==> src/rtl/utf16u8_pkg.sv <==
// ----------------------------------------------------------------------------
// utf16u8_pkg
// shared types and constants of the utf-16 to utf-8 transcoder
// ----------------------------------------------------------------------------
`timescale 1ns / 1ps
`default_nettype none

package utf16u8_pkg;

  // status codes reported on the final beat of a payload
  localparam logic [2:0] ST_OK        = 3'd0;
  localparam logic [2:0] ST_ODD_COUNT = 3'd1;
  localparam logic [2:0] ST_TRAIL_HI  = 3'd2;
  localparam logic [2:0] ST_BAD_PAIR  = 3'd3;
  localparam logic [2:0] ST_LONE_LO   = 3'd4;

  // surrogate tags on unit bits [15:10]
  localparam logic [5:0] HI_SURR_TAG = 6'b110110;
  localparam logic [5:0] LO_SURR_TAG = 6'b110111;

  localparam logic [20:0] SUPP_BASE = 21'h10000;

  // utf-8 range limits and lead / continuation marks
  localparam logic [20:0] LIM_1BYTE = 21'h00007F;
  localparam logic [20:0] LIM_2BYTE = 21'h0007FF;
  localparam logic [20:0] LIM_3BYTE = 21'h00FFFF;
  localparam logic [7:0]  LEAD_2    = 8'hC0;
  localparam logic [7:0]  LEAD_3    = 8'hE0;
  localparam logic [7:0]  LEAD_4    = 8'hF0;
  localparam logic [7:0]  CONT_MARK = 8'h80;

  localparam int QUEUE_DEPTH_DEF = 4;

  // one work entry between front and back
  typedef struct packed {
    logic        is_text;  // 1: encode cp, 0: status-only beat
    logic        eom;
    logic [2:0]  status;
    logic [20:0] cp;
  } op_t;

endpackage

`default_nettype wire

==> src/rtl/utf16u8_front.sv <==
// ----------------------------------------------------------------------------
// utf16u8_front
// pairs input bytes into units, joins surrogates, tracks errors
// ----------------------------------------------------------------------------
`timescale 1ns / 1ps
`default_nettype none

module utf16u8_front (
  input  wire                     clk,
  input  wire                     rst_n,
  input  wire                     cfg_wr_en,
  input  wire                     cfg_wr_data,
  input  wire                     accept,
  input  wire [7:0]               data_byte,
  input  wire                     last_byte,
  output logic                    push,
  output utf16u8_pkg::op_t        push_op
);

  logic        le_mode_r;
  logic        phase_r, phase_nxt;
  logic [7:0]  held_r, held_nxt;
  logic        hp_r, hp_nxt;
  logic [9:0]  hbits_r, hbits_nxt;
  logic [2:0]  err_r, err_nxt;

  logic [15:0] unit;
  logic        is_hi, is_lo;
  logic        text_go;
  logic [20:0] cp;

  assign unit  = le_mode_r ? {data_byte, held_r} : {held_r, data_byte};
  assign is_hi = (unit[15:10] == utf16u8_pkg::HI_SURR_TAG);
  assign is_lo = (unit[15:10] == utf16u8_pkg::LO_SURR_TAG);

  always_comb begin
    phase_nxt = phase_r;
    held_nxt  = held_r;
    hp_nxt    = hp_r;
    hbits_nxt = hbits_r;
    err_nxt   = err_r;
    text_go   = 1'b0;
    cp        = '0;
    push      = 1'b0;
    push_op   = '0;
    if (accept) begin
      if (!phase_r) begin
        held_nxt  = data_byte;
        phase_nxt = 1'b1;
        if (last_byte) begin
          push           = 1'b1;
          push_op.eom    = 1'b1;
          push_op.status = utf16u8_pkg::ST_ODD_COUNT;
        end
      end else begin
        phase_nxt = 1'b0;
        if (err_r == utf16u8_pkg::ST_OK) begin
          if (hp_r) begin
            if (is_lo) begin
              cp      = utf16u8_pkg::SUPP_BASE + {1'b0, hbits_r, unit[9:0]};
              text_go = 1'b1;
              hp_nxt  = 1'b0;
            end else begin
              err_nxt = utf16u8_pkg::ST_BAD_PAIR;
            end
          end else if (is_hi) begin
            if (last_byte) begin
              err_nxt = utf16u8_pkg::ST_TRAIL_HI;
            end else begin
              hp_nxt    = 1'b1;
              hbits_nxt = unit[9:0];
            end
          end else if (is_lo) begin
            err_nxt = utf16u8_pkg::ST_LONE_LO;
          end else begin
            cp      = {5'd0, unit};
            text_go = 1'b1;
          end
        end
        if (last_byte && err_nxt != utf16u8_pkg::ST_OK) begin
          push           = 1'b1;
          push_op.eom    = 1'b1;
          push_op.status = err_nxt;
        end else if (text_go) begin
          push            = 1'b1;
          push_op.is_text = 1'b1;
          push_op.eom     = last_byte;
          push_op.cp      = cp;
        end
      end
      // message end returns the per-payload state to reset
      if (last_byte) begin
        phase_nxt = 1'b0;
        held_nxt  = '0;
        hp_nxt    = 1'b0;
        hbits_nxt = '0;
        err_nxt   = utf16u8_pkg::ST_OK;
      end
    end
  end

  always_ff @(posedge clk) begin
    if (!rst_n) begin
      le_mode_r <= 1'b0;
      phase_r   <= 1'b0;
      held_r    <= '0;
      hp_r      <= 1'b0;
      hbits_r   <= '0;
      err_r     <= utf16u8_pkg::ST_OK;
    end else begin
      if (cfg_wr_en) begin
        le_mode_r <= cfg_wr_data;
      end
      phase_r <= phase_nxt;
      held_r  <= held_nxt;
      hp_r    <= hp_nxt;
      hbits_r <= hbits_nxt;
      err_r   <= err_nxt;
    end
  end

endmodule

`default_nettype wire

==> src/rtl/utf16u8_queue.sv <==
// ----------------------------------------------------------------------------
// utf16u8_queue
// small register queue of work entries between front and back
// ----------------------------------------------------------------------------
`timescale 1ns / 1ps
`default_nettype none

module utf16u8_queue #(
  parameter int DEPTH = utf16u8_pkg::QUEUE_DEPTH_DEF
) (
  input  wire                     clk,
  input  wire                     rst_n,
  input  wire                     push,
  input  utf16u8_pkg::op_t        push_op,
  output logic                    full,
  input  wire                     pop,
  output logic                    head_valid,
  output utf16u8_pkg::op_t        head_op
);

  localparam int AW = (DEPTH > 1) ? $clog2(DEPTH) : 1;
  localparam int CW = $clog2(DEPTH + 1);

  utf16u8_pkg::op_t store_r [DEPTH];
  logic [AW-1:0] wr_ptr_r, wr_ptr_nxt;
  logic [AW-1:0] rd_ptr_r, rd_ptr_nxt;
  logic [CW-1:0] count_r, count_nxt;

  assign full       = (count_r == CW'(DEPTH));
  assign head_valid = (count_r != '0);
  assign head_op    = store_r[rd_ptr_r];

  always_comb begin
    wr_ptr_nxt = wr_ptr_r;
    rd_ptr_nxt = rd_ptr_r;
    count_nxt  = count_r;
    if (push) begin
      wr_ptr_nxt = (wr_ptr_r == AW'(DEPTH - 1)) ? '0 : wr_ptr_r + 1'b1;
    end
    if (pop) begin
      rd_ptr_nxt = (rd_ptr_r == AW'(DEPTH - 1)) ? '0 : rd_ptr_r + 1'b1;
    end
    case ({push, pop})
      2'b10:   count_nxt = count_r + 1'b1;
      2'b01:   count_nxt = count_r - 1'b1;
      default: count_nxt = count_r;
    endcase
  end

  always_ff @(posedge clk) begin
    if (push) begin
      store_r[wr_ptr_r] <= push_op;
    end
  end

  always_ff @(posedge clk) begin
    if (!rst_n) begin
      wr_ptr_r <= '0;
      rd_ptr_r <= '0;
      count_r  <= '0;
    end else begin
      wr_ptr_r <= wr_ptr_nxt;
      rd_ptr_r <= rd_ptr_nxt;
      count_r  <= count_nxt;
    end
  end

endmodule

`default_nettype wire

==> src/rtl/utf16u8_back.sv <==
// ----------------------------------------------------------------------------
// utf16u8_back
// utf-8 encoder, one output beat per unstalled cycle into an output register
// ----------------------------------------------------------------------------
`timescale 1ns / 1ps
`default_nettype none

module utf16u8_back (
  input  wire                     clk,
  input  wire                     rst_n,
  input  wire                     head_valid,
  input  utf16u8_pkg::op_t        head_op,
  output logic                    pop,
  output logic                    out_valid,
  input  wire                     out_stall,
  output logic [7:0]              out_byte,
  output logic                    out_byte_valid,
  output logic                    out_end_of_message,
  output logic [2:0]              out_status
);

  logic        valid_r, valid_nxt;
  logic [7:0]  byte_r;
  logic        bvalid_r;
  logic        eom_r;
  logic [2:0]  status_r;
  logic [1:0]  idx_r, idx_nxt;

  logic        load;
  logic [1:0]  last_idx;
  logic [1:0]  grp;
  logic [5:0]  grp_bits;
  logic [7:0]  enc_byte;
  logic        op_done;

  // number of utf-8 bytes minus one
  always_comb begin
    if (!head_op.is_text || head_op.cp <= utf16u8_pkg::LIM_1BYTE) begin
      last_idx = 2'd0;
    end else if (head_op.cp <= utf16u8_pkg::LIM_2BYTE) begin
      last_idx = 2'd1;
    end else if (head_op.cp <= utf16u8_pkg::LIM_3BYTE) begin
      last_idx = 2'd2;
    end else begin
      last_idx = 2'd3;
    end
  end

  assign grp = last_idx - idx_r;

  always_comb begin
    case (grp)
      2'd0:    grp_bits = head_op.cp[5:0];
      2'd1:    grp_bits = head_op.cp[11:6];
      2'd2:    grp_bits = head_op.cp[17:12];
      2'd3:    grp_bits = {3'd0, head_op.cp[20:18]};
      default: grp_bits = '0;
    endcase
  end

  always_comb begin
    if (idx_r != 2'd0) begin
      enc_byte = utf16u8_pkg::CONT_MARK | {2'b00, grp_bits};
    end else begin
      case (last_idx)
        2'd0:    enc_byte = {1'b0, head_op.cp[6:0]};
        2'd1:    enc_byte = utf16u8_pkg::LEAD_2 | {2'b00, grp_bits};
        2'd2:    enc_byte = utf16u8_pkg::LEAD_3 | {2'b00, grp_bits};
        2'd3:    enc_byte = utf16u8_pkg::LEAD_4 | {2'b00, grp_bits};
        default: enc_byte = '0;
      endcase
    end
  end

  assign load    = head_valid && (!valid_r || !out_stall);
  assign op_done = (idx_r == last_idx);
  assign pop     = load && op_done;

  always_comb begin
    idx_nxt = idx_r;
    if (load) begin
      idx_nxt = op_done ? 2'd0 : idx_r + 2'd1;
    end
    if (load) begin
      valid_nxt = 1'b1;
    end else if (!out_stall) begin
      valid_nxt = 1'b0;
    end else begin
      valid_nxt = valid_r;
    end
  end

  always_ff @(posedge clk) begin
    if (load) begin
      byte_r   <= enc_byte;
      bvalid_r <= head_op.is_text;
      eom_r    <= head_op.eom && op_done;
      status_r <= op_done ? head_op.status : utf16u8_pkg::ST_OK;
    end
  end

  always_ff @(posedge clk) begin
    if (!rst_n) begin
      valid_r <= 1'b0;
      idx_r   <= '0;
    end else begin
      valid_r <= valid_nxt;
      idx_r   <= idx_nxt;
    end
  end

  assign out_valid          = valid_r;
  assign out_byte           = byte_r;
  assign out_byte_valid     = bvalid_r;
  assign out_end_of_message = eom_r;
  assign out_status         = status_r;

endmodule

`default_nettype wire

==> src/rtl/utf16_to_utf8_transcoder_unit.sv <==
// ----------------------------------------------------------------------------
// utf16_to_utf8_transcoder_unit
// utf-16 byte stream in, utf-8 byte stream out, error status at message end
// ----------------------------------------------------------------------------
// The unit takes one utf-16 payload byte per input beat and can accept a new
// beat every cycle while its work queue has room; the output side gives one
// utf-8 byte per unstalled cycle from an output register. A unit (two input
// beats) yields one to three output beats, a surrogate pair (four input beats)
// four, so with an unstalled consumer the sustained input rate is set by the
// single-byte-per-cycle encoder stage; the QUEUE_DEPTH-entry queue between
// the byte pairing front and the encoder absorbs the bursts. The first error
// of a payload stops text and, unless an odd count outranks it, is reported
// on one status-only beat (byte_valid low) with end_of_message; a good payload
// marks end_of_message on its last text byte with status ok. cfg_wr_data
// selects little endian unit order; write it only while idle.
`timescale 1ns / 1ps
`default_nettype none

module utf16_to_utf8_transcoder_unit #(
  parameter int QUEUE_DEPTH = utf16u8_pkg::QUEUE_DEPTH_DEF
) (
  input  wire        clk,
  input  wire        rst_n,
  // configuration: little endian mode
  input  wire        cfg_wr_en,
  input  wire        cfg_wr_data,
  // input beats
  input  wire        in_valid,
  output logic       in_stall,
  input  wire [7:0]  in_data_byte,
  input  wire        in_last_byte,
  // output beats
  output logic       out_valid,
  input  wire        out_stall,
  output logic [7:0] out_byte,
  output logic       out_byte_valid,
  output logic       out_end_of_message,
  output logic [2:0] out_status
);

  logic             q_full;
  logic             accept;
  logic             push;
  utf16u8_pkg::op_t push_op;
  logic             pop;
  logic             head_valid;
  utf16u8_pkg::op_t head_op;

  // front never pushes more than one entry per beat, so room for one is enough
  assign in_stall = q_full;
  assign accept   = in_valid && !q_full;

  // byte pairing, surrogate joining, error tracking
  utf16u8_front u_front (
    .clk         (clk),
    .rst_n       (rst_n),
    .cfg_wr_en   (cfg_wr_en),
    .cfg_wr_data (cfg_wr_data),
    .accept      (accept),
    .data_byte   (in_data_byte),
    .last_byte   (in_last_byte),
    .push        (push),
    .push_op     (push_op)
  );

  // decouples the two sides
  utf16u8_queue #(
    .DEPTH (QUEUE_DEPTH)
  ) u_queue (
    .clk        (clk),
    .rst_n      (rst_n),
    .push       (push),
    .push_op    (push_op),
    .full       (q_full),
    .pop        (pop),
    .head_valid (head_valid),
    .head_op    (head_op)
  );

  // utf-8 byte serializer with output register
  utf16u8_back u_back (
    .clk                (clk),
    .rst_n              (rst_n),
    .head_valid         (head_valid),
    .head_op            (head_op),
    .pop                (pop),
    .out_valid          (out_valid),
    .out_stall          (out_stall),
    .out_byte           (out_byte),
    .out_byte_valid     (out_byte_valid),
    .out_end_of_message (out_end_of_message),
    .out_status         (out_status)
  );

endmodule

`default_nettype wire

==> config.mk <==
export PLATFORM = sky130hd
export DESIGN_NAME = utf16_to_utf8_transcoder_unit
export DESIGN_NICKNAME = d
export VERILOG_FILES = /design/src/rtl/utf16u8_pkg.sv /design/src/rtl/utf16u8_front.sv /design/src/rtl/utf16u8_queue.sv /design/src/rtl/utf16u8_back.sv /design/src/rtl/utf16_to_utf8_transcoder_unit.sv
export SDC_FILE = /design/constraint.sdc
export NUM_CORES = 1
export LEC_CHECK = 0
export BUFFER_PORTS_ARGS = -buffer_cell sky130_fd_sc_hd__buf_4
export CORE_ASPECT_RATIO = 1.4
export CORE_MARGIN = 2
export CORE_UTILIZATION = 50
export DETAILED_ROUTE_END_ITERATION = 12
export GPL_ROUTABILITY_DRIVEN = 0
export PLACE_DENSITY = 0.67
export SYNTH_ARGS = -nofsm -noshare
export SYNTH_HDL_FRONTEND = slang
export SYNTH_SLANG_ARGS = --single-unit
==> constraint.sdc <==
create_clock -name clk -period 7.64 [get_ports clk]
set_input_delay 1.146 -clock clk [delete_from_list [all_inputs] [get_ports clk]]
set_output_delay 1.146 -clock clk [all_outputs]
set_load 0.1 [all_outputs]
# [Word level (Yosys, flattened, before mapping)]
# Memories as Yosys holds them, arrays and structs flattened. A register that Yosys moved wholly into a read port is not among the register bits.
# Index checks and enable logic that the tools add are counted.
[word_totals] inputBits=15 ramBits=104 out_inout_bits=15 memories=1 register_bits=47
[op_classes] n_reduce_logical=25 n_mux=69 order_cmp=3 eq_ne=17 addsub=7
[mem_list] memory="u_queue.store_r" depth=4 width=26 rd=1 rd_ports_with_merged_regs=1 write_ports=1 line_no="utf16u8_queue.sv:24" rtl="utf16u8_pkg::op_t store_r [DEPTH];"
[ops] op="$mux 21" count=7
[ops] op="$mux 10" count=5
[ops] op="$mux 3" count=11
[ops] op="$mux 16" count=2
[ops] op="$pmux 8 s4" count=1
[ops] op="$mux 1" count=27
[ops] op="$mux 26" count=1
[ops] op="$pmux 6 s4" count=1
[ops] op="$add 17x20->21 const A" count=1
[ops] op="$le 21x11->1 const B" count=1
[ops] op="$le 21x16->1 const B" count=1
[ops] op="$le 21x7->1 const B" count=1
[ops] op="$mux 2" count=8
[ops] op="$mux 8" count=2
[ops] op="$eq 2x2->1 const B" count=7
[ops] op="$eq 6x6->1 const B" count=2
[ops] op="$reduce_bool 2->1" count=5
[ops] op="$mux 4" count=2
[ops] op="$add 2x1->2 const B" count=3
[ops] op="$eq 2x1->1 const B" count=3
[ops] op="$mux 6" count=1
[ops] op="$pmux 3 s2" count=1
[ops] op="$reduce_bool 3->1" count=2
[ops] op="$logic_and 1x1->1" count=5
[ops] op="14 further kinds" count=21

# [Longest topological paths before layout]
# Gate-level depths: netlist (run 1).
[logic_depth] word_depth=15 mapped_depth=16 ltp_nobuf=14

# [Cells and area by module]
# Synthesis (run 1) repeated with hierarchy kept, for this count alone.
[hier_totals] hier_cells=456 area_unflattened_um2=6842.8
[by_module_without_submodules] mod="utf16u8_queue" n_inst=1 seq_area_each_um2=3303.2 cells_per_inst=179 area_each_um2=4254.1
[by_module_without_submodules] mod="utf16u8_front" n_inst=1 seq_area_each_um2=480.5 cells_per_inst=192 area_each_um2=1625.3
[by_module_without_submodules] mod="utf16u8_back" n_inst=1 seq_area_each_um2=450.4 cells_per_inst=84 area_each_um2=949.7
[by_module_without_submodules] mod="utf16_to_utf8_transcoder_unit" n_inst=1 seq_area_each_um2=0.0 cells_per_inst=1 area_each_um2=13.8

# [Least setup slack after synthesis (run 1)]
# OpenSTA, ideal clock, no wires.
[synth_path] path_kind="register -> register" start="reg u_queue.count_r[0]" end="reg u_queue.count_r[2]" setup_time_ns=0.076 path_slack_ns=2.808 path_stages_with_launch=14 period_less_slack_ns=4.832 arrival_time_ns=4.757 path_cell_list="dfxtp_1 nor3b_1 nor2b_1 clkbuf_1 nand3_1 a21o_1 o21a_1 buf_2 ha_1 inv_1 fa_1 xor2_1 or3_1 a21boi_0"
[synth_via] elab_chain_cells=6
[synth_lines] element="start, declared" line_no="utf16u8_queue.sv:27" rtl="logic [CW-1:0] count_r, count_nxt;"
[synth_lines] element="start signal, assigned" line_no="utf16u8_queue.sv:64" rtl="count_r <= count_nxt;"
[synth_lines] element="$eq 3x3->1 *" line_no="utf16u8_queue.sv:29" rtl="assign full = (count_r == CW'(DEPTH));"
[synth_lines] element="named net in_stall" line_no="utf16_to_utf8_transcoder_unit.sv:29" rtl="output logic in_stall,"
[synth_lines] element="$logic_not 1->1 *" line_no="utf16_to_utf8_transcoder_unit.sv:51" rtl="assign accept = in_valid && !q_full;"
[synth_lines] element="$logic_and 1x1->1 *" line_no="utf16_to_utf8_transcoder_unit.sv:51"
[synth_lines] element="$mux 1 *" line_no="utf16u8_front.sv:46" rtl="if (accept) begin"
[synth_lines] element="$eq 2x1->1 or $eq 2x2->1 (tied branches)" line_no="utf16u8_queue.sv:43" rtl="case ({push, pop})"
[synth_lines] element="$pmux 3 s2 or $reduce_bool 2->1 (tied branches)"
# The timed path passes the listed nets; every way through them passes the cells marked *.
# A chain may end at the register's enable or synchronous reset.

==> flow_metrics.py, run 1 <==
metrics = {
    "yosys": {
        "synth_area_per_cell_um2": 14.1,
        "synth_common_cells": "edfxtp_1, nor2_1, dfxtp_1",
        "seq_area_frac_synth": 0.624,
        "synthDominantCellAreaShare": 0.518,
        "post-synth-top-area-cell": "edfxtp_1",
        "synth-warning-count": 0,
        "synth_most_common_cell": "edfxtp_1",
        "synth_edf_count": 117,
        "synth-main-ff-cell": "edfxtp_1",
        "yosysUniqueCellTypes": 52,
        "synth_area_leaders": "edfxtp_1, dfxtp_1, mux4_2",
        "postSynthCellCount": 480,
        "synth-seq-cells": 153,
        "synth_area_mm2": 0.00678,
        "synth_nets": 505,
        "async_reset_ff_frac": 0,
    },
    "detailed_routing": {
        "drt-initial-drc-count": 218,
        "wl_per_cell_um": 18.5,
        "vias_per_cell": 5.69,
        "wl_um": 13000,
        "drc_errors": 0,
        "first_pass_iters": 4,
        "ant_nets": 0,
        "vias": 4001,
    },
    "critical_path": {
        "regToRegSetupSlack_ps": 2940,
        "crit_path_frequent_cell": "ha_1",
        "worstSetupPathType": "register to register",
        "path_cells": "buf_4, mux4_1, or4_1, nor4_1, nand2b_1, o21bai_1, ha_1, nand2_1, nor2_1, ha_1, inv_1, fa_1, xor2_1, or3_1, a21boi_0",
        "start_kind": "register",
        "cp.required_ps": 7980,
        "cp-end-kind": "register",
        "slowest_delay_ps": 640,
        "critPathMaxFanout": 26,
        "crit_slowest_cell": "mux4_1",
        "worstPathArrival_ps": 5030,
    },
    "grt": {
        "grt_overflow_total": 0,
        "antenna_found_initial": 0,
        "grt_pass1_vias": 4022,
        "grt_max_degree": 37,
        "grt_pass1_wl_um": 21200,
        "grt_use_total": 0.195,
    },
    "sta": {
        "rsz0062_at_grt": "false",
        "fmax_mhz": 213,
        "holdWs_ps": 476,
        "slew_headroom": 0.233,
        "finalHoldViolations": 0,
        "worst_pin_slew_ps": 1140,
        "fin_skew_ps": 10.4,
        "min_period_ps": 4700,
        "fin_tns_setup_ps": 0,
        "slew_viol_final": 0,
        "setup_viol": 0,
        "fin_crit_sh": 0.615,
        "layout_setup_ws_ps": 2940,
    },
    "floorplan": {
        "coreArea_mm2": 0.0133,
        "dieArea_mm2": 0.0145,
        "die_y_um": 142,
        "die_x_um": 102,
        "rows": 50,
        "ios": 30,
        "start_util": 0.509,
    },
    "power": {
        "p_int_w": 0.00174,
        "p_leak_nw": 2.63,
        "power.share.clock": 0.307,
        "powerDensity_mw_per_mm2": 349,
        "swShare": 0.357,
        "ir_drop_mv": 0.197,
        "p_switching_w": 0.000966,
        "seq_power_share": 0.384,
        "p_comb_frac": 0.309,
    },
    "clock_network": {
        "cts_tree": "yes",
        "cts_buffers": 17,
        "post_cts_buffers": 0,
        "path_clk_slew_ps": 60,
        "holdBufCountCts": 0,
        "htree_levels": 4,
        "cts_buffer_depth": 2,
        "ctsResizeCount": 0,
        "clock-root-buffer": "clkbuf_16",
        "clock_sinks": 153,
        "clkLatencyLatePin_ps": 410,
    },
    "placement": {
        "pre_cts_ws_ps": 2540,
        "dp_hpwl_um": 8960,
        "portBuffers": 29,
        "dpl.cell_count": 671,
    },
    "final_layout": {
        "fillers": 1048,
        "multi_input_area_mm2": 0.00238,
        "area_growth_pct": 14.1,
        "register_area_mm2": 0.00423,
        "final_cells": 703,
        "final_nets": 533,
        "num_antenna_cells": 0,
        "drive_above_1_share": 0.180,
    },
    "flow_run": {
        "maxCapViolCount": 0,
    },
    "run_status": {
        "outcome": "finished, final reports clean",
    },
    "min_path": {
        "hp-class": "register to register",
    },
}
stage by stage:
| stage | utilization | instance area (µm²) | total power (W) |
|---|---|---|---|
| floorplan | - | 6780 | 0.00173 |
| global placement | 0.537 | 7150 | 0.00188 |
| detailed placement | 0.537 | 7150 | 0.00190 |
| CTS | 0.581 | 7740 | 0.00272 |
| finish | 0.581 | 7740 | 0.00270 |
| global route | 0.581 | 7740 | 0.00282 |
power by group through the flow:
stage               Sequential (W)  Combinational, W  Clock (W)
floorplan                  0.00133          0.000405          0
global placement           0.00105          0.000832          0
detailed placement         0.00106          0.000841          0
CTS                        0.00104          0.000842   0.000841
global route               0.00105          0.000894   0.000877
finish                     0.00104          0.000837   0.000830
critical path, delay by kind of cell (launching register included):
family	cells	cell delay (ps)
flops	1	320
compound gates	2	300
simple gates	6	1760
mux	1	640
fa+ha+maj	3	980
buf+inv	2	470
xor+xnor	1	160
routing by layer:
layer,vias up,global-route usage,share of wire
met5,-,0,0
met4,0,0.0730,0.026
met3,24,0.0468,0.048
met2,129,0.329,0.53
met1,1966,0.243,0.40
li1,1882,-,-
logic make-up (layout without fill, tap and decap cells):
group,Yosys count,count (layout),synth area share
flip-flops,153,153,0.624
AND/OR/NAND/NOR,146,146,0.110
AO/OA/AOI/OAI,66,66,0.0685
multiplexers,56,56,0.137
buffers and inverters,40,81,0.0290
adder cells (fa/ha/maj),10,10,0.0196
XOR/XNOR,9,9,0.0116
registers in the layout (all words and copies together), names as in the netlist, named ones only:
| name | cells |
|---|---|
| u_queue.count_r | 3 |
| u_front.le_mode_r | 1 |
| u_back.out_byte | 8 |
| u_front.err_r | 3 |
| u_queue.wr_ptr_r | 2 |
| u_back.out_end_of_message | 1 |
| u_front.hp_r | 1 |
| u_queue.store_r | 104 |
| u_front.phase_r | 1 |
| u_back.out_status | 3 |
| u_queue.rd_ptr_r | 2 |
| u_front.held_r | 8 |
| u_back.out_byte_valid | 1 |
| u_back.out_valid | 1 |
| u_back.idx_r | 2 |
| u_front.hbits_r | 10 |
layout by cell type, fill, tap and decap left out, types with 5 or more instances in the layout:
cell type / netlist / layout
ha_1: 9 / 9
a22oi_1: 8 / 8
dfxtp_1: 36 / 36
nor3_1: 9 / 9
xnor2_1: 5 / 5
nand2b_1: 5 / 5
nand3_1: 10 / 10
inv_6: 0 / 6
clkbuf_16: 0 / 17
mux4_2: 15 / 15
mux4_1: 11 / 11
a211oi_1: 5 / 5
and3_1: 9 / 9
inv_1: 15 / 15
buf_4: 2 / 33
mux2i_1: 28 / 28
a21oi_1: 13 / 13
a31oi_1: 6 / 6
and2_1: 7 / 7
o21ai_0: 6 / 6
nand2_1: 23 / 23
a21boi_0: 6 / 6
edfxtp_1: 117 / 117
nor2_1: 41 / 41
nor2b_1: 23 / 19
final timing paths:
path / endpoint / startpoint / cells after the start
max: u_queue.count_r[2] / register / 15
min: register / u_queue.rd_ptr_r[1] / 2
max reg2reg: u_queue.count_r[2] / register / 15
min reg2reg: register / u_queue.rd_ptr_r[1] / 2
cell type report:
type                       count  area share
clock buffer                  17      0.0550
clock inverter                15      0.0212
inverter                      16     0.00776
multi-input combinational    287       0.308
sequential                   153       0.547
tap                          182      0.0294
timing repair buffer          33      0.0320
Power figures use the tool's default switching activity.
==> run 2: changes to the inputs <==
--- a/config.mk
+++ b/config.mk
@@ -5,6 +5,7 @@
 export SDC_FILE = /design/constraint.sdc
 export NUM_CORES = 1
 export LEC_CHECK = 0
+export ABC_AREA = 1
 export BUFFER_PORTS_ARGS = -buffer_cell sky130_fd_sc_hd__buf_4
 export CORE_ASPECT_RATIO = 1.4
 export CORE_MARGIN = 2
==> constraint.sdc (replaced) <==
create_clock -name clk -period 4.85 [get_ports clk]
set_input_delay 0.7275 -clock clk [delete_from_list [all_inputs] [get_ports clk]]
set_output_delay 0.7275 -clock clk [all_outputs]
set_load 0.1 [all_outputs]
==> run 2 against run 1 <==
Setup slack lost 1900 ps; clock-buffer cell count grew 1; largest power group is now combinational cells; core utilization shrank 0.12 points; hold slack gained 12 ps; die area grew 3.7%; first-iteration DRC count grew 70%; highest routed layer unchanged.
==> flow_metrics.py, run 2 <==
metrics = {
    "run_status": {
        "outcome": "finished, final reports clean",
    },
    "grt": {
        "antenna_found_initial": 0,
        "grt_use_total": 0.202,
        "grt_pass1_wl_um": 23600,
        "grt_overflow_total": 0,
        "grt_pass1_vias": 4842,
        "grt_max_degree": 51,
    },
    "critical_path": {
        "path_delay_family": "adder cells",
        "worstSetupPathType": "register to register",
        "r2r-end": "u_queue.count_r[2]",
        "crit_path_frequent_cell": "inv_1",
        "path_depth": 16,
        "start_kind": "register",
        "critPathMaxFanout": 38,
        "slowest_delay_ps": 530,
        "crit_slowest_cell": "ha_1",
        "regToRegSetupSlack_ps": 1060,
        "crit_path_end": "u_queue.count_r[2]",
        "cp-end-kind": "register",
        "path_cells": "buf_4, nand2_1, a32oi_4, o21ai_1, inv_1, nand2_1, ha_1, nand4_1, inv_1, ha_1, inv_1, fa_1, a21oi_1, o21ai_0, o21ai_0, a21oi_1",
        "worstPathArrival_ps": 4080,
        "reg2regPathDepth": 16,
        "cp.required_ps": 5140,
        "cp_num_buf_inv": 4,
    },
    "detailed_routing": {
        "wl_per_cell_um": 16.1,
        "first_pass_iters": 4,
        "drc_errors": 0,
        "vias": 4936,
        "vias_per_cell": 5.35,
        "ant_nets": 0,
        "drt-initial-drc-count": 371,
        "wl_um": 14800,
    },
    "yosys": {
        "post-synth-top-area-cell": "edfxtp_1",
        "synthDominantCellAreaShare": 0.499,
        "synth-main-ff-cell": "edfxtp_1",
        "synth_area_leaders": "edfxtp_1, dfxtp_1, nand2_1",
        "synth-warning-count": 0,
        "synth_nets": 720,
        "synth_common_cells": "nand2_1, edfxtp_1, inv_1",
        "synth-seq-cells": 153,
        "synth_most_common_cell": "nand2_1",
        "synth_area_per_cell_um2": 10.1,
        "synth_edf_count": 117,
        "async_reset_ff_frac": 0,
        "postSynthCellCount": 695,
        "yosysUniqueCellTypes": 45,
        "synth_area_mm2": 0.00704,
        "seq_area_frac_synth": 0.601,
    },
    "final_layout": {
        "final_cells": 922,
        "drive_above_1_share": 0.163,
        "area_growth_pct": 14.0,
        "fillers": 1145,
        "largest_reg_flops": 104,
        "mostFrequentLayoutCell": "nand2_1",
        "top_register": "u_queue.store_r",
        "finalInstanceArea_mm2": 0.00803,
        "num_antenna_cells": 0,
        "final_cell_mix": "nand2_1, edfxtp_1, inv_1, nand3_1, nor2_1",
        "largest_registers": "u_queue.store_r x104, u_front.hbits_r x10",
        "final_nets": 749,
    },
    "floorplan": {
        "dieArea_mm2": 0.0151,
        "start_util": 0.509,
        "coreArea_mm2": 0.0138,
        "die_x_um": 104,
        "die_y_um": 144,
        "rows": 51,
        "ios": 30,
    },
    "sta": {
        "fin_crit_sh": 0.781,
        "layout_setup_ws_ps": 1060,
        "min_period_ps": 3790,
        "slew_viol_final": 0,
        "holdWs_ps": 489,
        "setup_viol": 0,
        "fin_tns_setup_ps": 0,
        "slew_headroom": 0.424,
        "rsz0062_at_grt": "false",
        "fin_skew_ps": 8.24,
        "fmax_mhz": 264,
        "finalHoldViolations": 0,
        "worst_pin_slew_ps": 864,
    },
    "clock_network": {
        "ctsResizeCount": 0,
        "path_clk_slew_ps": 60,
        "clock-root-buffer": "clkbuf_16",
        "clock_sinks": 153,
        "post_cts_buffers": 0,
        "cts_buffers": 17,
        "holdBufCountCts": 0,
        "cts_tree": "yes",
        "htree_levels": 4,
        "clkLatencyLatePin_ps": 410,
        "cts_buffer_depth": 2,
    },
    "placement": {
        "dpl_cell_area_mm2": 0.00740,
        "dp_hpwl_um": 10100,
        "pre_cts_ws_ps": 1080,
        "dpl.cell_count": 890,
        "portBuffers": 29,
    },
    "flow_run": {
        "maxCapViolCount": 0,
    },
    "min_path": {
        "worstHoldStart": "u_front.err_r[0]",
        "hp-class": "register to register",
    },
    "power": {
        "ir_drop_mv": 0.382,
        "p_leak_nw": 3.23,
        "powerDensity_mw_per_mm2": 595,
    },
}
[run 2: cell count changes after synthesis, sizes merged, moves of 9 or more]
cell / change
mux2i: -28
nand4: +12
nand3: +51
o21ai: +46
nor2b: -23
mux4: -26
nand2: +134
nor2: +16
and3: -9
buf: +10
o211a: +9
a21oi: +22
inv: +62
[run 2: stage by stage]
stage          utilization  power [W]
3_5_place_dp         0.534    0.00342
6_report             0.580    0.00478
5_1_grt              0.580    0.00499
3_3_place_gp         0.534    0.00338
2_1_floorplan            -    0.00306
4_1_cts              0.580    0.00479
[run 2: layout make-up]
type / instances / area (µm²) / area share
well taps: 185 / 231 / 0.0288
clock buffers: 18 / 429 / 0.0535
flip-flops and latches: 153 / 4230 / 0.528
repair buffers: 39 / 293 / 0.0365
multi-input cells: 434 / 2340 / 0.291
clock inverters: 14 / 196 / 0.0245
inverters: 79 / 304 / 0.0379
[run 2: worst min-delay path by stage]
stage,end,slack (ps),cells after the start
2_1_floorplan,u_front.err_r[2],450,2
3_3_place_gp,u_front.err_r[2],470,2
3_5_place_dp,u_front.err_r[0],480,2
4_1_cts,u_front.err_r[0],490,2
5_1_grt,u_front.le_mode_r,500,2
6_report,u_front.err_r[0],490,2
[run 2: tightest hold or removal path, delay by kind of cell (launching register included)]
kind | cells | cell delay, ps
flip-flops | 1 | 320
AO/OA/AOI/OAI | 1 | 50
AND/OR/NAND/NOR | 1 | 60
[run 2: layer usage]
metal	global-route usage	vias to the layer above	wire length, µm
met5	0	-	0
met4	0.0718	0	252
met3	0.0352	18	466
met2	0.385	102	7910
met1	0.227	2377	6190
li1	-	2439	-
[run 2: logic make-up after synthesis]
| logic type | count (synthesis) | synth area share |
|---|---|---|
| adders and majority gates | 10 | 0.0188 |
| buffers and inverters | 108 | 0.0691 |
| xor gates and xnor gates | 1 | 0.00124 |
| DFF | 153 | 0.601 |
| and+or+nand+nor | 302 | 0.205 |
| AOI/OAI and AO/OA | 121 | 0.104 |
[run 2: report_power, final]
group	total (W)	leakage, nW	switching [W]	internal, W
Combinational	0.00173	1.53	0.00129	0.000438
Sequential	0.00166	1.41	0.0000556	0.00160
Clock	0.00138	0.299	0.000518	0.000865
